**src/rtl/vn3d_pkg.sv**
```systemverilog
// vn3d_pkg: shared widths and stage payload types for vector_normalize_3d
// no dependencies
package vn3d_pkg;
	localparam int CompW  = 16;
	localparam int MagW   = 16;
	localparam int SumW   = 32;
	localparam int QW     = 15;   // quotient 0..16384
	localparam int NumW   = 30;   // |c| << 14
	localparam int RootSteps = 16;
	localparam int DivSteps  = 15;

	// per-component payload carried down the pipeline
	typedef struct packed {
		logic            neg;
		logic [CompW-1:0] absv;
	} comp_t;

	typedef struct packed {
		comp_t [2:0] c;
	} vec_t;
endpackage

```
**src/rtl/vn3d_div.sv**
```systemverilog
// vn3d_div: pipelined restoring divider for three components sharing one divisor
// depends on vn3d_pkg
module vn3d_div import vn3d_pkg::*; (
	input  logic                  clk,
	input  logic                  arst_n,
	input  logic                  adv,
	input  logic                  in_valid,
	input  logic [MagW-1:0]       in_mag,
	input  vec_t                  in_vec,
	output logic                  out_valid,
	output logic [MagW-1:0]       out_mag,
	output logic [2:0]            out_neg,
	output logic [2:0][QW-1:0]    out_quo
);
	// quotient < 2^15 since |c| <= mag; stage k decides bit (14-k)
	logic [DivSteps:0]                 vld_s;
	logic [DivSteps:0][MagW-1:0]       mag_s;
	logic [DivSteps:0][2:0]            neg_s;
	logic [DivSteps:0][2:0][NumW-1:0]  rem_s;
	logic [DivSteps:0][2:0][QW-1:0]    quo_s;

	assign vld_s[0] = in_valid;
	assign mag_s[0] = in_mag;
	for (genvar i = 0; i < 3; i++) begin : g_in
		assign neg_s[0][i] = in_vec.c[i].neg;
		assign rem_s[0][i] = {in_vec.c[i].absv, 14'b0};
		assign quo_s[0][i] = '0;
	end

	for (genvar k = 0; k < DivSteps; k++) begin : g_stage
		localparam int B = DivSteps - 1 - k;
		always_ff @(posedge clk or negedge arst_n) begin
			if (!arst_n) begin
				vld_s[k+1] <= 1'b0;
			end else if (adv) begin
				vld_s[k+1] <= vld_s[k];
			end
		end
		for (genvar i = 0; i < 3; i++) begin : g_lane
			logic [NumW+QW-1:0] dsh;
			logic               take;
			assign dsh  = {{NumW+QW-MagW{1'b0}}, mag_s[k]} << B;
			assign take = (mag_s[k] != '0) && ({{QW{1'b0}}, rem_s[k][i]} >= dsh);
			always_ff @(posedge clk) begin
				if (adv) begin
					rem_s[k+1][i] <= take ? rem_s[k][i] - dsh[NumW-1:0] : rem_s[k][i];
					quo_s[k+1][i] <= take ? (quo_s[k][i] | (QW'(1) << B)) : quo_s[k][i];
				end
			end
		end
		always_ff @(posedge clk) begin
			if (adv) begin
				mag_s[k+1] <= mag_s[k];
				neg_s[k+1] <= neg_s[k];
			end
		end
	end

	assign out_valid = vld_s[DivSteps];
	assign out_mag   = mag_s[DivSteps];
	assign out_neg   = neg_s[DivSteps];
	assign out_quo   = quo_s[DivSteps];
endmodule

```
**config.mk**
```make
export PLATFORM = sky130hd
export DESIGN_NAME = vn3d_div
export DESIGN_NICKNAME = d
export VERILOG_FILES = /design/src/rtl/vn3d_pkg.sv /design/src/rtl/vn3d_div.sv
export SDC_FILE = /design/constraint.sdc
export NUM_CORES = 2
export LEC_CHECK = 0
export BUFFER_PORTS_ARGS = -buffer_cell sky130_fd_sc_hd__buf_2
export CAP_MARGIN = 40
export CORE_MARGIN = 5
export CORE_UTILIZATION = 40
export CTS_BUF_LIST = sky130_fd_sc_hd__clkbuf_4
export DETAILED_ROUTE_END_ITERATION = 8
export HOLD_SLACK_MARGIN = 0.05
export SYNTH_ARGS = -nofsm -noshare
export SYNTH_HDL_FRONTEND = slang
export SYNTH_SLANG_ARGS = --single-unit
```
**constraint.sdc**
```tcl
create_clock -name clk -period 4.76 [get_ports clk]
set_input_delay 1.19 -clock clk [delete_from_list [all_inputs] [get_ports clk]]
set_output_delay 1.19 -clock clk [all_outputs]
set_load 0.02 [all_outputs]
```
; Word-level counts from Yosys, hierarchy flattened
; Cells that the tools add are included.
; Widths: inputs -> output; s select.
[word_totals]
register_bits = 2235
in_bits = 71
[op_classes]
add_sub_neg = 42
order_cmp = 45
n_mux = 45
n_reduce_logical = 60
[op_table]
columns = operator, count
row1 = $mux 30, 42
row2 = $reduce_bool 16->1, 15
row3 = $ge 30x16->1, 3
row4 = $ge 30x17->1, 3
row5 = $ge 30x18->1, 3
row6 = $ge 30x19->1, 3
row7 = $ge 30x20->1, 3
row8 = $ge 30x21->1, 3
row9 = $ge 30x22->1, 3
row10 = $ge 30x23->1, 3
row11 = $ge 30x24->1, 3
row12 = $ge 30x25->1, 3
row13 = $ge 30x26->1, 3
row14 = $ge 30x27->1, 3
row15 = $ge 30x28->1, 3
row16 = $ge 30x29->1, 3
row17 = $ge 30x30->1, 3
row18 = $sub 30x17->30, 3
row19 = $sub 30x18->30, 3
row20 = $sub 30x19->30, 3
row21 = $sub 30x20->30, 3
row22 = $sub 30x21->30, 3
row23 = $sub 30x22->30, 3
row24 = $sub 30x23->30, 3
row25 = other kinds (9), 69

; Longest topological paths before layout
[depth]
ltp_word = 3
mapped_depth = 14
depth_no_buf = 13

; Least setup slack after synthesis
; OpenSTA, ideal clock, no wires.
[synth_path]
kind = in2reg
from = input port in_vec[0] (netlist bit)
to = register rem_s[111] (netlist bit) (data pin)
setup_time_ns = 0.260
arrival_ns = 3.901
t_required_ns = 4.500
setup_slack_ns = 0.599
path_stages = 14
cell_sequence = inv_1 -> ha_1 -> inv_1 -> fa_1 -> a211oi_1 -> o21bai_1 -> a211o_1 -> a21oi_1 -> a21oi_1 -> o221ai_1 -> a21oi_1 -> o21ai_2 -> buf_2 -> mux2_2
[synth_via]
elab_chain_len = 3
elab_cells_between_ends = 4
cone_classes = 1 x add/sub / 1 x order compare / 1 x mux / 1 x reduce/logical
[synth_lines]
columns = element, line
row1 = "start, declared", vn3d_div.sv:9  ; input vec_t in_vec,
row2 = $ge 30x30->1, vn3d_div.sv:43  ; assign take = (mag_s[k] != '0) && ({{QW{1'b0}}, rem_s[k][i]} >= dsh);
row3 = $logic_and 1x1->1, vn3d_div.sv:43
row4 = $mux 30 (*), vn3d_div.sv:46  ; rem_s[k+1][i] <= take ? rem_s[k][i] - dsh[NumW-1:0] : rem_s[k][i];
row5 = "end signal, assigned by index", vn3d_div.sv:46
row6 = "end, declared", vn3d_div.sv:19  ; logic [DivSteps:0][2:0][NumW-1:0] rem_s;
; Mark *: on every way between the ends. The rest lies on a longest branch, timed or not.
; A chain may end at the register's enable or synchronous reset.

; Worst setup path in the final report
[layout_path]
from = register mag_s, in the netlist g_stage[1].g_lane[0].dsh[14]
to = register rem_s[233] (netlist bit) (data pin)
[layout_via]
elab_chain_len = 3
elab_cells_between_ends = 5
cone_classes = 1 x add/sub / 1 x order compare / 1 x mux / 2 x reduce/logical
[layout_lines]
columns = element, line
row1 = "start, declared", vn3d_div.sv:17  ; logic [DivSteps:0][MagW-1:0] mag_s;
row2 = "start signal, assigned by index", vn3d_div.sv:53  ; mag_s[k+1] <= mag_s[k];
row3 = $ge 30x29->1 or $reduce_bool 16->1 (tied branches), vn3d_div.sv:43
row4 = $logic_and 1x1->1, vn3d_div.sv:43
row5 = $mux 30 (*), vn3d_div.sv:46
; Marks and branches as above.

==> Flow_metrics.wiki <==
{| class="wikitable"
! Metric !! Value
|-
| Largest driver fanout on the critical path || 25
|-
| Area growth from synthesis to layout || 11.22%
|-
| Design Power || 59.99 mW
|-
| Buffer depth of the longest clock path || 4
|-
| Post-synth top flop || sky130_fd_sc_hd__edfxtp_1
|-
| Die Y-Extent || 497.4 um
|-
| Clock slew seen by the registers of the worst setup and hold paths || 0.07 ns
|-
| Antenna-violating nets left || 0
|-
| Share of async-settable or async-resettable flops after synthesis || 0.009346
|-
| Total routing usage reported by global routing || 0.2110
|-
| Flip-flop and latch count after synthesis || 1,605
|-
| TritonCTS clock tree || yes
|-
| Yosys warnings || 0
|-
| Number of optimization iterations in the first detailed-route pass || 6
|-
| Average cell area after synthesis || 11.20 um2
|-
| WP data arrival || 5.15 ns
|-
| Static Leakage || 40.47 nW
|-
| Headroom to the max-slew limit || 0.3743
|-
| Unrepaired setup endpoints after global routing || no
|-
| Routability cong. || 0.9539
|-
| HPWL after detailed placement || 212,300 um
|-
| Count of maximum capacitance violations || 0
|-
| Element type at the critical path start || flip-flop
|-
| Slew of the pin with the lowest slew margin || 0.9287 ns
|-
| Global-route wire length before repair || 403,700 um
|-
| Overall via count from detail_route || 68,060
|-
| Final period demand of the worst path || 4.018 ns
|-
| Setup violations, final || 0
|-
| Seq/Total Area, Yosys || 0.5064
|-
| Root Buffer Master || sky130_fd_sc_hd__clkbuf_4
|-
| Post-synthesis net count || 9,318
|-
| Largest net degree at the start of global routing || 121
|-
| Aggregate routed wire length || 269,700 um
|-
| Post-CTS resize count || 0
|-
| Core area || 0.2372 mm2
|-
| Most frequent standard cell in the layout excluding fill and tap cells || sky130_fd_sc_hd__edfxtp_1
|-
| Largest clock skew in the final design || 0.1113 ns
|-
| PortBufs || 135
|-
| Sink count of the clock tree || 1,605
|-
| Most frequent cells in the layout || sky130_fd_sc_hd__edfxtp_1 (1,590), sky130_fd_sc_hd__ha_1 (717), sky130_fd_sc_hd__nand2_1 (712)
|-
| Max-slew violations || 0
|-
| Power share of the sequential group || 0.397
|-
| Gate Count Post-Synth || 8,488
|-
| Proportion of total power due to net switching || 0.3750
|-
| Detailed-route DRC error count || 0
|-
| Class of the worst hold path || in2reg
|-
| Routed WL per cell || 21.55 um
|-
| Net count, final || 9,849
|-
| Antenna violations before repair || 4
|-
| Number of global-route vias before repair || 68,090
|-
| CP Class || reg2reg
|-
| H-tree depth reported by CTS || 5
|-
| Clock share of power || 0.199
|-
| Number of hold violations in the final report || 0
|-
| Number of vias per cell after detailed routing || 5.438
|-
| EDFF count, synth || 1,590
|-
| Synth cell types || 96
|-
| Endpoint class of the critical path || flip-flop
|-
| Power density over the cells || 567.6 mW/mm2
|-
| Layout cells sized above 1 || 0.1325
|-
| Die area || 0.2474 mm2
|-
| Setup Fix Bufs, Post-CTS || 0
|-
| Total clock buffers created by CTS || 435
|-
| Count of routing violations after the opening detailed-route iteration || 4,346
|-
| Netlist area before placement || 0.09503 mm2
|-
| Required time worst endpoint || 5.89 ns
|-
| Outcome || completed
|-
| Setup total negative slack || 0 ns
|-
| Starting Density || 0.4007
|-
| NetSw || 22.50 mW
|-
| Share of the clock period used by the worst path || 0.8442
|-
| Peak VDD IR || 337.7 uV
|-
| Sum of overflow across all layers after global routing || 0
|-
| Num ports || 136
|-
| Internal || 37.49 mW
|-
| Clock latency reported for the late side of the worst-skew pair || 1.43 ns
|-
| Logic gate share of total power || 0.405
|-
| Number of placement rows || 179
|-
| Die width || 497.4 um
|-
| Fmax || 0.2489 GHz
|}
area by class of cell:
cell class / count / area (um2)
fillers: 22090 / 131500
flip-flops and latches: 1605 / 48120
multi-input cells: 6236 / 44390
clock buffers: 596 / 4474
well taps: 3167 / 3963
repair buffers: 301 / 2231
inverters: 440 / 1652
clock inverters: 158 / 823.3
diodes: 11 / 27.53
final timing paths:
kind	slack, ns	endpoint	cells past startpoint	from
setup / recovery	0.74	rem_s[233]	10	g_stage[1].g_lane[0].dsh[14]
hold / removal	0.20	rem_s[135]	2	in_vec[18]
setup reg to reg	0.74	rem_s[233]	10	g_stage[1].g_lane[0].dsh[14]
hold reg to reg	0.32	quo_s[238]	0	quo_s[193]
max in group asynchronous	4.25	vld_s[11]	2	arst_n
min in group asynchronous	0.27	vld_s[4]	2	arst_n
stage by stage:
stage / hold WS (ns) / area, um2 / std cells / util / worst slack, ns
after global routing: 0.06708 / 105700 / 12510 / 0.4456 / 0.5126
after global placement: 0.4001 / 99820 / 11700 / 0.4209 / 0.2882
after floorplan: 0.4003 / 95030 / 8488 / - / 0.5986
final: 0.2036 / 105700 / 12510 / 0.4456 / 0.7418
after CTS: 0.05032 / 105700 / 12500 / 0.4455 / 0.7425
after detailed placement: 0.4045 / 99860 / 11700 / 0.4210 / 0.3738
metal layers:
metal,up-vias,GRT usage,part of all wire
met3,662,0.03190,0.039
met1,32480,0.2368,0.39
met5,-,0,0
li1,33120,-,-
met4,0,0.1234,0.064
met2,1803,0.3793,0.51
registers in the layout, summed over array words and instances (netlist names):
register            cells
out_valid               1
vld_s                  14
out_quo                45
neg_s                  42
rem_s                 945
g_stage.g_lane.dsh    224
out_neg                 3
quo_s                 315
out_mag                16
worst max-delay path, cell delays in order (launching register included):
cell	delay, ns
sky130_fd_sc_hd__edfxtp_1	0.68
sky130_fd_sc_hd__inv_1	0.27
sky130_fd_sc_hd__ha_1	0.35
sky130_fd_sc_hd__nor2b_1	0.14
sky130_fd_sc_hd__o31a_1	0.30
sky130_fd_sc_hd__o21ai_0	0.28
sky130_fd_sc_hd__a31o_2	0.25
sky130_fd_sc_hd__o211ai_1	0.09
sky130_fd_sc_hd__a41oi_1	0.34
sky130_fd_sc_hd__or2_1	0.65
sky130_fd_sc_hd__mux2_2	0.41
power by group through the flow:
| stage | registers (mW) | clock network, mW | logic (mW) |
|---|---|---|---|
| 2_1_floorplan | 22.6 | 0 | 18.1 |
| 3_3_place_gp | 24.1 | 0 | 23.7 |
| 3_5_place_dp | 24.1 | 0 | 24.1 |
| 4_1_cts | 23.8 | 12.4 | 24.3 |
| 5_1_grt | 24.1 | 13.1 | 26.9 |
| 6_report | 23.8 | 11.9 | 24.3 |
repair_timing:
| action | in CTS | in global routing |
|---|---|---|
| endpoints found under the hold margin | 64 | 0 |
| hold buffers | 50 | 0 |
| endpoints found under the setup margin | 0 | 0 |
kinds of logic after synthesis:
group,count (synthesis),share of synthesized area
AO/OA/AOI/OAI,2025,0.1357
XOR/XNOR,761,0.07014
adder cells (fa/ha/maj),759,0.1033
buffers and inverters,647,0.02803
flip-flops,1605,0.5064
multiplexers,258,0.03040
AND/OR/NAND/NOR,2433,0.1261
Yosys cell counts, drive strengths merged (31+ instances only):
cell type     n  area share
edfxtp     1590        0.50
ha          717       0.094
nand2       713       0.028
o21ai       618       0.033
nor2        536       0.021
a21oi       462       0.024
inv         440       0.017
xnor2       423       0.039
xor2        338       0.031
mux2        245       0.029
a21o        239       0.019
nor3        181      0.0095
nor4        150       0.010
nand3       146      0.0077
o21a        134       0.011
nand4       126      0.0083
nor2b       121      0.0080
nand2b      120      0.0079
clkbuf      119      0.0047
buf          88      0.0060
or3          84      0.0055
a211oi       70      0.0056
o21bai       67      0.0053
o31ai        64      0.0054
a31oi        55      0.0036
and3         47      0.0031
or4          43      0.0035
fa           42      0.0088
and2         33      0.0022
or2          33      0.0022
a21boi       32      0.0025
o31a         31      0.0029
No activity file was read; power rests on OpenSTA's default activity.
