===== src/rtl/vn3d_pkg.sv =====
// vn3d_pkg: shared widths and stage payload types for vector_normalize_3d
// no dependencies
package vn3d_pkg;
	localparam int CompW  = 16;
	localparam int MagW   = 16;
	localparam int SumW   = 32;
	localparam int QW     = 15;   // quotient 0..16384
	localparam int NumW   = 30;   // |c| << 14
	localparam int RootSteps = 16;
	localparam int DivSteps  = 15;

	// per-component payload carried down the pipeline
	typedef struct packed {
		logic            neg;
		logic [CompW-1:0] absv;
	} comp_t;

	typedef struct packed {
		comp_t [2:0] c;
	} vec_t;
endpackage


===== src/rtl/vn3d_sqrt.sv =====
// vn3d_sqrt: pipelined integer square root, one result bit per stage
// depends on vn3d_pkg
module vn3d_sqrt import vn3d_pkg::*; (
	input  logic            clk,
	input  logic            arst_n,
	input  logic            adv,
	input  logic            in_valid,
	input  logic [SumW-1:0] in_sum,
	input  vec_t            in_vec,
	output logic            out_valid,
	output logic [MagW-1:0] out_root,
	output vec_t            out_vec
);
	// remainder/root restoring sqrt; stage k decides root bit (15-k)
	logic [RootSteps:0]           vld_s;
	logic [RootSteps:0][SumW-1:0] rem_s;
	logic [RootSteps:0][MagW-1:0] root_s;
	vec_t [RootSteps:0]           vec_s;

	assign vld_s[0]  = in_valid;
	assign rem_s[0]  = in_sum;
	assign root_s[0] = '0;
	assign vec_s[0]  = in_vec;

	for (genvar k = 0; k < RootSteps; k++) begin : g_stage
		localparam int B = RootSteps - 1 - k;
		logic [SumW+1:0] trial;
		logic            take;
		// trial = (2*root*2^B + 2^(2B)) with root holding the high bits
		assign trial = ({2'b0, 16'b0, root_s[k]} << (B + 1)) + ({{SumW+1{1'b0}}, 1'b1} << (2 * B));
		assign take  = {2'b0, rem_s[k]} >= trial;
		always_ff @(posedge clk or negedge arst_n) begin
			if (!arst_n) begin
				vld_s[k+1] <= 1'b0;
			end else if (adv) begin
				vld_s[k+1] <= vld_s[k];
			end
		end
		always_ff @(posedge clk) begin
			if (adv) begin
				rem_s[k+1]  <= take ? rem_s[k] - trial[SumW-1:0] : rem_s[k];
				root_s[k+1] <= take ? (root_s[k] | (MagW'(1) << B)) : root_s[k];
				vec_s[k+1]  <= vec_s[k];
			end
		end
	end

	assign out_valid = vld_s[RootSteps];
	assign out_root  = root_s[RootSteps];
	assign out_vec   = vec_s[RootSteps];
endmodule


===== config.mk =====
export PLATFORM = sky130hd
export DESIGN_NAME = vn3d_sqrt
export DESIGN_NICKNAME = d
export VERILOG_FILES = /design/src/rtl/vn3d_pkg.sv /design/src/rtl/vn3d_sqrt.sv
export SDC_FILE = /design/constraint.sdc
export NUM_CORES = 1
export LEC_CHECK = 0
export BUFFER_PORTS_ARGS = -buffer_cell sky130_fd_sc_hd__buf_2
export CAP_MARGIN = 15
export CORE_UTILIZATION = 56
export CTS_CLUSTER_SIZE = 10
export DETAILED_ROUTE_END_ITERATION = 12
export HOLD_SLACK_MARGIN = 0.03
export PLACE_DENSITY = 0.73
export RECOVER_POWER = 100
export SETUP_SLACK_MARGIN = 0.02
export SLEW_MARGIN = 20
export SYNTH_ARGS = -nofsm -noshare
export SYNTH_HDL_FRONTEND = slang
export SYNTH_SLANG_ARGS = --single-unit
export TNS_END_PERCENT = 20

===== constraint.sdc =====
create_clock -name clk -period 3.5 [get_ports clk]
set_input_delay 0.35 -clock clk [delete_from_list [all_inputs] [get_ports clk]]
set_output_delay 0.35 -clock clk [all_outputs]
set_load 0.005 [all_outputs]

Word level (Yosys, flattened, before mapping)
Cells that the tools add are included.
- $add $sub $neg: 30
- order comparisons: 16
- multiplexer cells: 16
- operators with widths (kind ; number):
    $mux W32 ; 15
    $add A31 B29 Y32 const B ; 1
    $ge A32 B18 Y1 ; 1
    $ge A32 B19 Y1 ; 1
    $ge A32 B20 Y1 ; 1
    $ge A32 B21 Y1 ; 1
    $ge A32 B22 Y1 ; 1
    $ge A32 B23 Y1 ; 1
    $ge A32 B24 Y1 ; 1
    $ge A32 B25 Y1 ; 1
    $ge A32 B26 Y1 ; 1
    $ge A32 B27 Y1 ; 1
    $ge A32 B28 Y1 ; 1
    $ge A32 B29 Y1 ; 1
    $ge A32 B30 Y1 ; 1
    $ge A32 B31 Y1 ; 1
    $ge A32 B31 Y1 const B ; 1
    $ge A32 B32 Y1 ; 1
    $sub A32 B19 Y32 ; 1
    $sub A32 B20 Y32 ; 1
    $sub A32 B21 Y32 ; 1
    $sub A32 B22 Y32 ; 1
    $sub A32 B23 Y32 ; 1
    $sub A32 B24 Y32 ; 1
    24 further kinds ; 24
- register bits: 1568
- input port bits: 87
- output and inout port bits: 68
- logic and storage cells: 220

Longest topological paths before layout
Gate-level depths: netlist (run 1).
- depth in word-level cells: 3
- depth in mapped cells: 12
- mapped depth without buffers: 10

Worst setup path before layout (run 1)
No wires, ideal clock.
- path kind: register to register
- start: register rem_s[342] in the netlist's numbering
- end: register rem_s[376] in the netlist's numbering (data pin)
- library setup time: 0.266 ns
- arrival: 2.715 ns
- data required time: 3.234 ns
- slack: 0.519 ns
- cell stages (with the launch flop): 10
- path buffers: 1
- period minus slack after synthesis: 2.981 ns
- cell sequence: edfxtp_1 buf_2 or3_1 or3_1 or4_1 or3_1 nor4_4 a2111o_1 nor3_1 xor2_1
- longest elaborated chain between the ends: 2
- elaborated cells on any way between the ends: 3
- classes of those cells: add/sub (1); order compare (1); mux (1)
- RTL lines (item ; RTL line ; RTL):
    from (decl) ; vn3d_sqrt.sv:16 ; logic [RootSteps:0][SumW-1:0] rem_s;
    from (signal, indexed assignment) ; vn3d_sqrt.sv:41 ; rem_s[k+1] <= take ? rem_s[k] - trial[SumW-1:0] : rem_s[k];
    $sub A32 B23 Y32 / $ge A32 B23 Y1 (equally long branches) ; vn3d_sqrt.sv:41, vn3d_sqrt.sv:31 ;
    $mux W32 * ; vn3d_sqrt.sv:41 ;
Every way passes the cells marked *; elsewhere a longest branch is shown, timed or not.
A chain may end at the register's enable or synchronous reset.

Worst setup path after layout (run 1)
- start: register rem_s[408] in the netlist's numbering
- end: register rem_s[427] in the netlist's numbering (data pin)
- longest elaborated chain between the ends: 2
- RTL lines (item ; RTL line ; RTL):
    $ge A32 B21 Y1 ; vn3d_sqrt.sv:31 ; assign take = {2'b0, rem_s[k]} >= trial;
    $mux W32 ; vn3d_sqrt.sv:41 ;
No other way between the ends.

==> impl_results.md, run 1 <==
* Core area at 95600 µm²
* Placement Setup Slack at 0.200 ns
* 1st-pass router iterations at 6
* Area Growth Syn to Fin at 14.1%
* VDD IR max at 0.542 mV
* Top cells by area, synth: edfxtp_1, ha_1, xnor2_1
* Most frequent cells in the layout: edfxtp_1, inv_1, clkbuf_16
* HP Start: in_vec[29]
* Share of layout cells above drive strength 1 at 10.8%
* Unrepaired setup endpoints after global routing: false
* Die Span Y at 313 µm
* R2R cell count at 7
* Hold path depth at 2
* Setup Viol. Count Final at 0
* Ant. Diodes at 0
* CP Max Fanout at 24
* Fmax at 0.301 GHz
* Worst Tran Pin Value at 3.16 ns
* Starting Density at 56.8%
* Rows at 113
* Htree depth at 4
* DRT antenna net count at 0
* Slowest CP cell: or4_1
* Final instance area at 61900 µm²
* Util after Layout at 64.8%
* Number of cells on the critical path at 7
* Delay-heaviest family, CP: simple AND/OR/NAND/NOR gates
* Post-Syn Instances at 3109
* #FFs+latches synth at 1448
* Drt drc at 0
* Fin Clk Skew at 0.0293 ns
* CTS tree: yes
* Post-Syn Nets at 3346
* Grt ovf at 0
* Die width at 313 µm
* Setup Crit Path Kind: reg -> reg
* Most common cell after layout, fill and taps aside: edfxtp_1
* Violated checks: capacitance limit, slew limit
* WP data required at 3.98 ns
* Placer Congestion at 0.995
* Avg Cell Area, Syn at 17.5 µm²
* Yosys top cell area share at 79.2%
* WP buf/inv at 1
* Seq/Total Area, Yosys at 79.9%
* Number of global-route vias before repair at 27.3k
* Worst min path class: in -> reg
* Final Total Pwr at 0.0401 W
* Max transition margin at -110%
* PwrDens at 648 nW/µm²
* Clock period minus worst slack at 3.32 ns
* Clk sinks at 1448
* CP Launch Point: rem_s[408]
* Max cap viols at 1
* GRT Total Usage at 17.2%
* EDFF count, synth at 1432
* Crit path arrival time at 3.80 ns
* Final Hold Fails at 0
* First-pass GRT wire length at 135000 µm
* Post-Syn Area at 54300 µm²
* Fin worst setup slack at 0.183 ns
* HPWL after DPL at 51800 µm
* CTS max path bufs at 3
* IO buf count at 154
* Vias per std cell at 5.47
* Wire length per cell at 17.3 µm
* Top FF cell, synth: edfxtp_1
* Startpoint types: flop
* Nets at 3731
* Wirelength, routed at 82800 µm
* Yosys top cell by area: edfxtp_1
* Initial antenna violation count at 0
* Total die area at 98200 µm²
* Warnings from Yosys at 0
* Critical R2R Launch: rem_s[408]
* Cell with the most instances on the worst path: or3_1
* CTS buffer count at 164
* Setup_tns at 0 ns
* Area post-placement at 56800 µm²
* Drt initial violations at 1921
* Max Transition Viols Final at 101
* Largest net degree at the start of global routing at 110
* Via count at 26.2k
* Slowest stage delay, CP at 0.55 ns
* Tcrit/Tclk final at 94.8%
* Clk slew on worst S/H paths at 0.05 ns
* Num ports at 155
* Root Driver: clkbuf_16
* Status: complete, but fails checks
* Leak at 22.3 nW
* Worst-skew pair later-pin latency at 0.76 ns
* Critical Path Sink Type: flop
* Worst-path cell chain: or3_1, or2_2, or3_1, or4_1, a31o_2, clkbuf_2, mux2_2
* Unique masters post-synth at 66
* Post-synth ARST share at 1.10%
## flip-flops by register name, summed over array words and instances (netlist names)
name / count
vld_s: 15
root_s: 120
out_vec: 51
rem_s: 480
out_root: 16
vec_s: 765
out_valid: 1
## final timing paths
| check | to | slack, ns |
|---|---|---|
| worst max-delay path | rem_s[427] | 0.18 |
| max in group asynchronous | vld_s[7] | 2.36 |
| worst max register to register | rem_s[427] | 0.18 |
| worst min register to register | vec_s[738] | 0.40 |
| min in group asynchronous | vld_s[9] | 0.71 |
| worst min-delay path | vec_s[80] | 0.29 |
## report_power, final
group / switching (W) / total, W / leakage, nW / internal, W
logic: 0.00206 / 0.00362 / 6.06 / 0.00157
registers: 0.000833 / 0.0218 / 14.1 / 0.0210
clock network: 0.00619 / 0.0147 / 2.20 / 0.00848
total: 0.00908 / 0.0401 / 22.3 / 0.0310
## synthesized netlist by cell type, types with 34 or more instances
cell / n
xor2_1: 91
mux2_2: 37
a21oi_1: 138
ha_1: 150
nor2_1: 135
xnor2_1: 107
nand3_1: 37
nand2_1: 114
o21ai_0: 82
edfxtp_1: 1432
o21a_1: 34
nor3_1: 73
a21o_1: 34
buf_4: 51
inv_1: 179
nor4_1: 80
## cell type report
type / instances / area (µm²)
well taps: 1265 / 1580
inverters: 179 / 672
fillers: 6553 / 33700
clock buffers: 186 / 4210
flip-flops and latches: 1448 / 43400
clock inverters: 18 / 335
multi-input cells: 1399 / 9720
repair buffers: 302 / 2000
## metal layers
layer / up-vias / global-route usage (%) / wire [µm]
met5: - / 0 / 0
met4: 0 / 8.67 / 2990
met3: 227 / 3.78 / 3610
met2: 664 / 31.0 / 43900
met1: 12800 / 19.2 / 32300
li1: 12500 / - / -
## metrics by stage
step / hold slack [ns] / std cells
global route: 0.252 / 4797
detailed placement: 0.270 / 4507
global placement: 0.252 / 4507
CTS: 0.0416 / 4797
floorplan: 0.0544 / 3109
finish: 0.294 / 4797
## logic make-up after synthesis
kind of cell	synth area share (%)
compound gates	4.19
xor+xnor	3.19
fa+ha+maj	3.46
buf+inv	2.17
flops	79.9
mux	0.841
simple gates	6.20
## repair_timing
action,in CTS,in global routing
setup endpoints to repair,0,2
hold buffers,86,0
gates resized for setup,0,1
buffers inserted,0,0
hold endpoints to repair,100,0
(Power assumes the default switching activity.)
==> run 2: changes to the inputs <==
--- a/config.mk
+++ b/config.mk
@@ -10,8 +10,7 @@
 export CORE_UTILIZATION = 56
 export CTS_CLUSTER_SIZE = 10
 export DETAILED_ROUTE_END_ITERATION = 12
-export HOLD_SLACK_MARGIN = 0.03
-export PLACE_DENSITY = 0.73
+export PLACE_DENSITY = 0.71
 export RECOVER_POWER = 100
 export SETUP_SLACK_MARGIN = 0.02
 export SLEW_MARGIN = 20
==> run 2 against run 1 <==
Net effect:
- the flow still finishes with violations (capacitance limit, slew limit)
- global-route usage rose by 0.53 points
- register-to-register slack improved by 0.03 ns
- largest cell class unchanged
- design area barely moved
- final cell count fell by 0.23%
==> impl_results.md, run 2 (synthesized netlist as in run 1, its figures left out) <==
* Most common cell after layout, fill and taps aside: edfxtp_1
* CP Capture Point: rem_s[430]
* Via count at 26.0k
* IO buf count at 154
* Ant. Diodes at 0
* Clock period minus worst slack at 3.28 ns
* CTS tree: yes
* Setup Crit Path Kind: reg -> reg
* Fmax at 0.305 GHz
* DRT antenna net count at 0
* Worst min path class: in -> reg
* Placement Setup Slack at 0.150 ns
* Max reg flops at 765
* Htree depth at 4
* Grt ovf at 0
* Fill cells at 6519
* Critical Path Sink Type: flop
* First-pass GRT wire length at 138000 µm
* Largest net degree at the start of global routing at 131
* Violated checks: capacitance limit, slew limit
* Area Growth Syn to Fin at 14.0%
* CTS max path bufs at 3
* Crit path arrival time at 3.76 ns
* Final Hold Fails at 0
* Setup Viol. Count Final at 0
* Startpoint types: flop
* Setup_tns at 0 ns
* Biggest register: vec_s
* Critical R2R Launch: rem_s[408]
* Unrepaired setup endpoints after global routing: false
* Die width at 313 µm
* Worst Tran Pin Value at 2.34 ns
* Max transition margin at -56.1%
* Fin Clk Skew at 0.0306 ns
* Total die area at 98200 µm²
* CTS buffer count at 164
* Nets at 3720
* Wirelength, routed at 85200 µm
* Max Transition Viols Final at 215
* Most frequent cells in the layout: edfxtp_1, inv_1, clkbuf_16
* Status: complete, but fails checks
* Wire length per cell at 17.8 µm
* Rows at 113
* Vias per std cell at 5.44
* VDD IR max at 0.546 mV
* Share of layout cells above drive strength 1 at 10.6%
* Clk slew on worst S/H paths at 0.06 ns
* Placer Congestion at 0.938
* HP Start: in_vec[30]
* Drt drc at 0
* Initial antenna violation count at 1
* Worst-skew pair later-pin latency at 0.75 ns
* Top Registers: vec_s (765), rem_s (480), root_s (120)
* Root Driver: clkbuf_16
* HPWL after DPL at 52800 µm
* Clk sinks at 1448
* Fin worst setup slack at 0.216 ns
* Max cap viols at 2
* Number of global-route vias before repair at 27.2k
* Num ports at 155
* Starting Density at 56.8%
* GRT Total Usage at 17.8%
* Tcrit/Tclk final at 93.8%
* CP Launch Point: rem_s[408]
* Core area at 95600 µm²
* R2r setup slk at 0.22 ns
* Leak at 22.3 nW
* CP Max Fanout at 24
* 1st-pass router iterations at 7
* Drt initial violations at 1805
* R2R cell count at 7
* Capturing point of the worst reg2reg path: rem_s[430]
* PwrDens at 651 nW/µm²
* Die Span Y at 313 µm
* WP data required at 3.98 ns
## run 2: cell types whose count changed in the layout (fill, tap and decap cells not counted), sizes merged
cell | before | now
clkbuf | 289 | 281
buf | 113 | 109
clkinv | 16 | 14
inv | 181 | 184
## run 2: repair_timing
| item | 4_1_cts | 5_1_grt |
|---|---|---|
| setup endpoints to repair | 0 | 8 |
| resized for setup | 0 | 2 |
| hold endpoints to repair | 100 | 0 |
| hold buffers | 86 | 0 |
| setup buffers | 0 | 0 |
## run 2: routing by layer
metal,wire length [µm],track usage (%)
met3,3420,3.54
met5,11,0
met2,45400,32.3
met4,2950,8.07
met1,33500,20.2
## run 2: critical path, cell delays in order (launching register included)
cell and delay (ns):
edfxtp_1 0.43, or3_1 0.38, or2_2 0.30, or3_1 0.35
or4_1 0.56, a31o_2 0.27, clkbuf_2 0.33, mux2_2 0.39
## run 2: cell type report
class,instances,area (µm²),area share (%)
Inverter,179,672,1.09
Clock inverter,19,328,0.530
Timing Repair Buffer,291,1960,3.16
Tap cell,1265,1580,2.56
Clock buffer,185,4210,6.81
Multi-Input combinational cell,1399,9720,15.7
Sequential cell,1448,43400,70.1
## run 2: worst min path at each step
stage	to	slack (ns)	cells after the start
finish	vec_s[81]	0.31	2
global placement	out_valid	0.27	1
detailed placement	out_valid	0.28	1
global route	vec_s[86]	0.27	2
CTS	vec_s[93]	0.03	1
floorplan	out_valid	0.05	0
## run 2: power breakdown
group          leakage [nW]  switching, W  internal [W]
Combinational          6.03       0.00211       0.00156
Clock                  2.20       0.00624       0.00850
Sequential             14.1      0.000845        0.0210
Total                  22.3       0.00919        0.0311
## run 2: through the flow
stage                     hold slack [ns]  utilization (%)  power (W)  cells  cell area (µm²)
after global routing                0.267             64.7     0.0419   4786            61900
after global placement              0.266             59.4     0.0255   4496            56800
final                               0.305             64.7     0.0403   4786            61900
after CTS                          0.0254             65.0     0.0407   4786            62200
after detailed placement            0.281             59.4     0.0258   4496            56800
after floorplan                    0.0544                -     0.0243   3109            54300
==> run 3: changes to the inputs <==
==> constraint.sdc (replaced) <==
create_clock -name clk -period 3.5 [get_ports clk]
set_input_delay 0.7 -clock clk [delete_from_list [all_inputs] [get_ports clk]]
set_output_delay 0.7 -clock clk [all_outputs]
set_load 0.005 [all_outputs]
==> run 3 against run 2 <==
Net effect:
- the run still ends with capacitance limit, slew limit left
- worst setup slack worse by 0.013 ns
- global-route usage is 0.98 points lower
- flip-flop and latch count stayed put
- clock-buffer cell count is 1 higher
- non-clock buffer count is 80 lower
==> impl_results.md, run 3 (synthesized netlist as in run 1, its figures left out) <==
* Hold path depth at 1
* Cell with the most instances on the worst path: nor4b_1
* Die width at 313 µm
* Wire length per cell at 17.3 µm
* Area Growth Syn to Fin at 12.6%
* Htree depth at 4
* Non-Filler Instances at 4705
* Setup_tns at 0 ns
* Worst min path class: in -> reg
* Slowest stage delay, CP at 0.61 ns
* Placer Congestion at 0.934
* WP data required at 3.99 ns
* Root Driver: clkbuf_16
* Slowest CP cell: nor4b_1
* Top Registers: vec_s (765), rem_s (480), root_s (120)
* Hold WS at 0.120 ns
* PwrDens at 656 nW/µm²
* Status: complete, but fails checks
* Number of global-route vias before repair at 26.4k
* Util after Layout at 64.0%
* Fin worst setup slack at 0.203 ns
* Grt ovf at 0
* GRT Total Usage at 16.8%
* Vias per std cell at 5.43
* R2R cell count at 8
* Placement Setup Slack at 0.135 ns
* Violated checks: capacitance limit, slew limit
* Max cap viols at 1
* Total die area at 98200 µm²
* Clock power frac at 36.7%
* Net Sw Frac at 22.6%
* Clk sinks at 1448
* Startpoint types: flop
* Worst Tran Pin Value at 2.77 ns
* Die Span Y at 313 µm
* Initial antenna violation count at 0
* Ant. Diodes at 0
* Grt peak-use layer: met2
* Drt drc at 0
* Clk slew on worst S/H paths at 0.06 ns
* Wirelength, routed at 81400 µm
* Biggest register: vec_s
* Tcrit/Tclk final at 94.2%
* Crit path arrival time at 3.78 ns
* Unrepaired setup endpoints after global routing: false
* Most frequent cells in the layout: edfxtp_1, inv_1, clkbuf_16
* CTS tree: yes
* Pint at 0.0310 W
* Clock period minus worst slack at 3.30 ns
* Sw power at 0.00908 W
* Fin Clk Skew at 0.0375 ns
* Max Transition Viols Final at 83
* Share of layout cells above drive strength 1 at 11.2%
* CTS max path bufs at 3
* Combinational power share at 8.8%
* DRT antenna net count at 0
* Fmax at 0.303 GHz
* Setup Crit Path Kind: reg -> reg
* Setup Viol. Count Final at 0
* Worst-skew pair later-pin latency at 0.75 ns
* Starting Density at 56.8%
* Num ports at 155
* Critical Path Sink Type: flop
* Final Hold Fails at 0
* Largest net degree at the start of global routing at 101
* CP Max Fanout at 20
* Via count at 25.6k
* HPWL after DPL at 52500 µm
* 1st-pass router iterations at 5
* GRT met2 Usage at 30.4%
* M1 GR Usage at 18.6%
* Leak at 22.0 nW
* Max reg flops at 765
* Placed cells at 4501
* Most common cell after layout, fill and taps aside: edfxtp_1
* VDD IR max at 0.485 mV
* Worst-path cell chain: ha_1, nor4b_1, nand4_1, nor4_1, nor4b_1, nand2_1, clkbuf_2, mux2_2
* CTS buffer count at 164
* Reg power frac at 54.5%
* Drt initial violations at 1614
* Max transition margin at -84.6%
* Core area at 95600 µm²
* IO buf count at 154
* First-pass GRT wire length at 131000 µm
* Rows at 113
* Nets at 3640
* Met3 Track Usage GR at 3.42%
[run 3: worst max-delay path: cells and delay by family (launching register included)]
family,cells,cell delay (ns)
adder cells (fa/ha/maj),1,0.41
buffers and inverters,1,0.35
flip-flops,1,0.40
multiplexers,1,0.39
AND/OR/NAND/NOR,5,1.45
[run 3: repair_timing]
item / in CTS / in global routing
setup endpoints to repair: 0 / 1
setup buffers: 0 / 0
hold buffers: 1 / 0
gates resized for setup: 0 / 1
endpoints found under the hold margin: 16 / 0
[run 3: power by group through the flow]
stage                     clock network [W]  registers [W]  logic, W
final                                0.0147         0.0218   0.00355
after global routing                 0.0158         0.0220   0.00393
after CTS                            0.0152         0.0218   0.00358
after detailed placement                  0         0.0222   0.00355
after global placement                    0         0.0221   0.00340
after floorplan                           0         0.0218   0.00249
[run 3: path summary, 6_finish.rpt]
path	start	to	slack, ns
max	rem_s[308]	rem_s[338]	0.20
min	in_vec[13]	vec_s[64]	0.12
max reg2reg	rem_s[308]	rem_s[338]	0.20
min reg2reg	vec_s[686]	vec_s[737]	0.39
max in group asynchronous	arst_n	vld_s[10]	2.41
min in group asynchronous	arst_n	vld_s[15]	0.57
[run 3: cell type report]
class	count	area [µm²]
flip-flops and latches	1448	43400
inverters	179	672
clock buffers	186	4230
clock inverters	17	332
well taps	1265	1580
repair buffers	211	1200
fillers	6600	34400
multi-input cells	1399	9720
[run 3: routing by layer]
layer | up-vias | part of all wire (%)
met5 | - | 0
met4 | 0 | 4.0
met3 | 224 | 4.0
met2 | 627 | 53
met1 | 12400 | 39
li1 | 12400 | -
[run 3: stage by stage]
step / total power, W / cell area [µm²]
2_1_floorplan: 0.0243 / 54300
3_3_place_gp: 0.0255 / 56800
3_5_place_dp: 0.0257 / 56800
4_1_cts: 0.0406 / 61400
5_1_grt: 0.0417 / 61100
6_report: 0.0401 / 61100
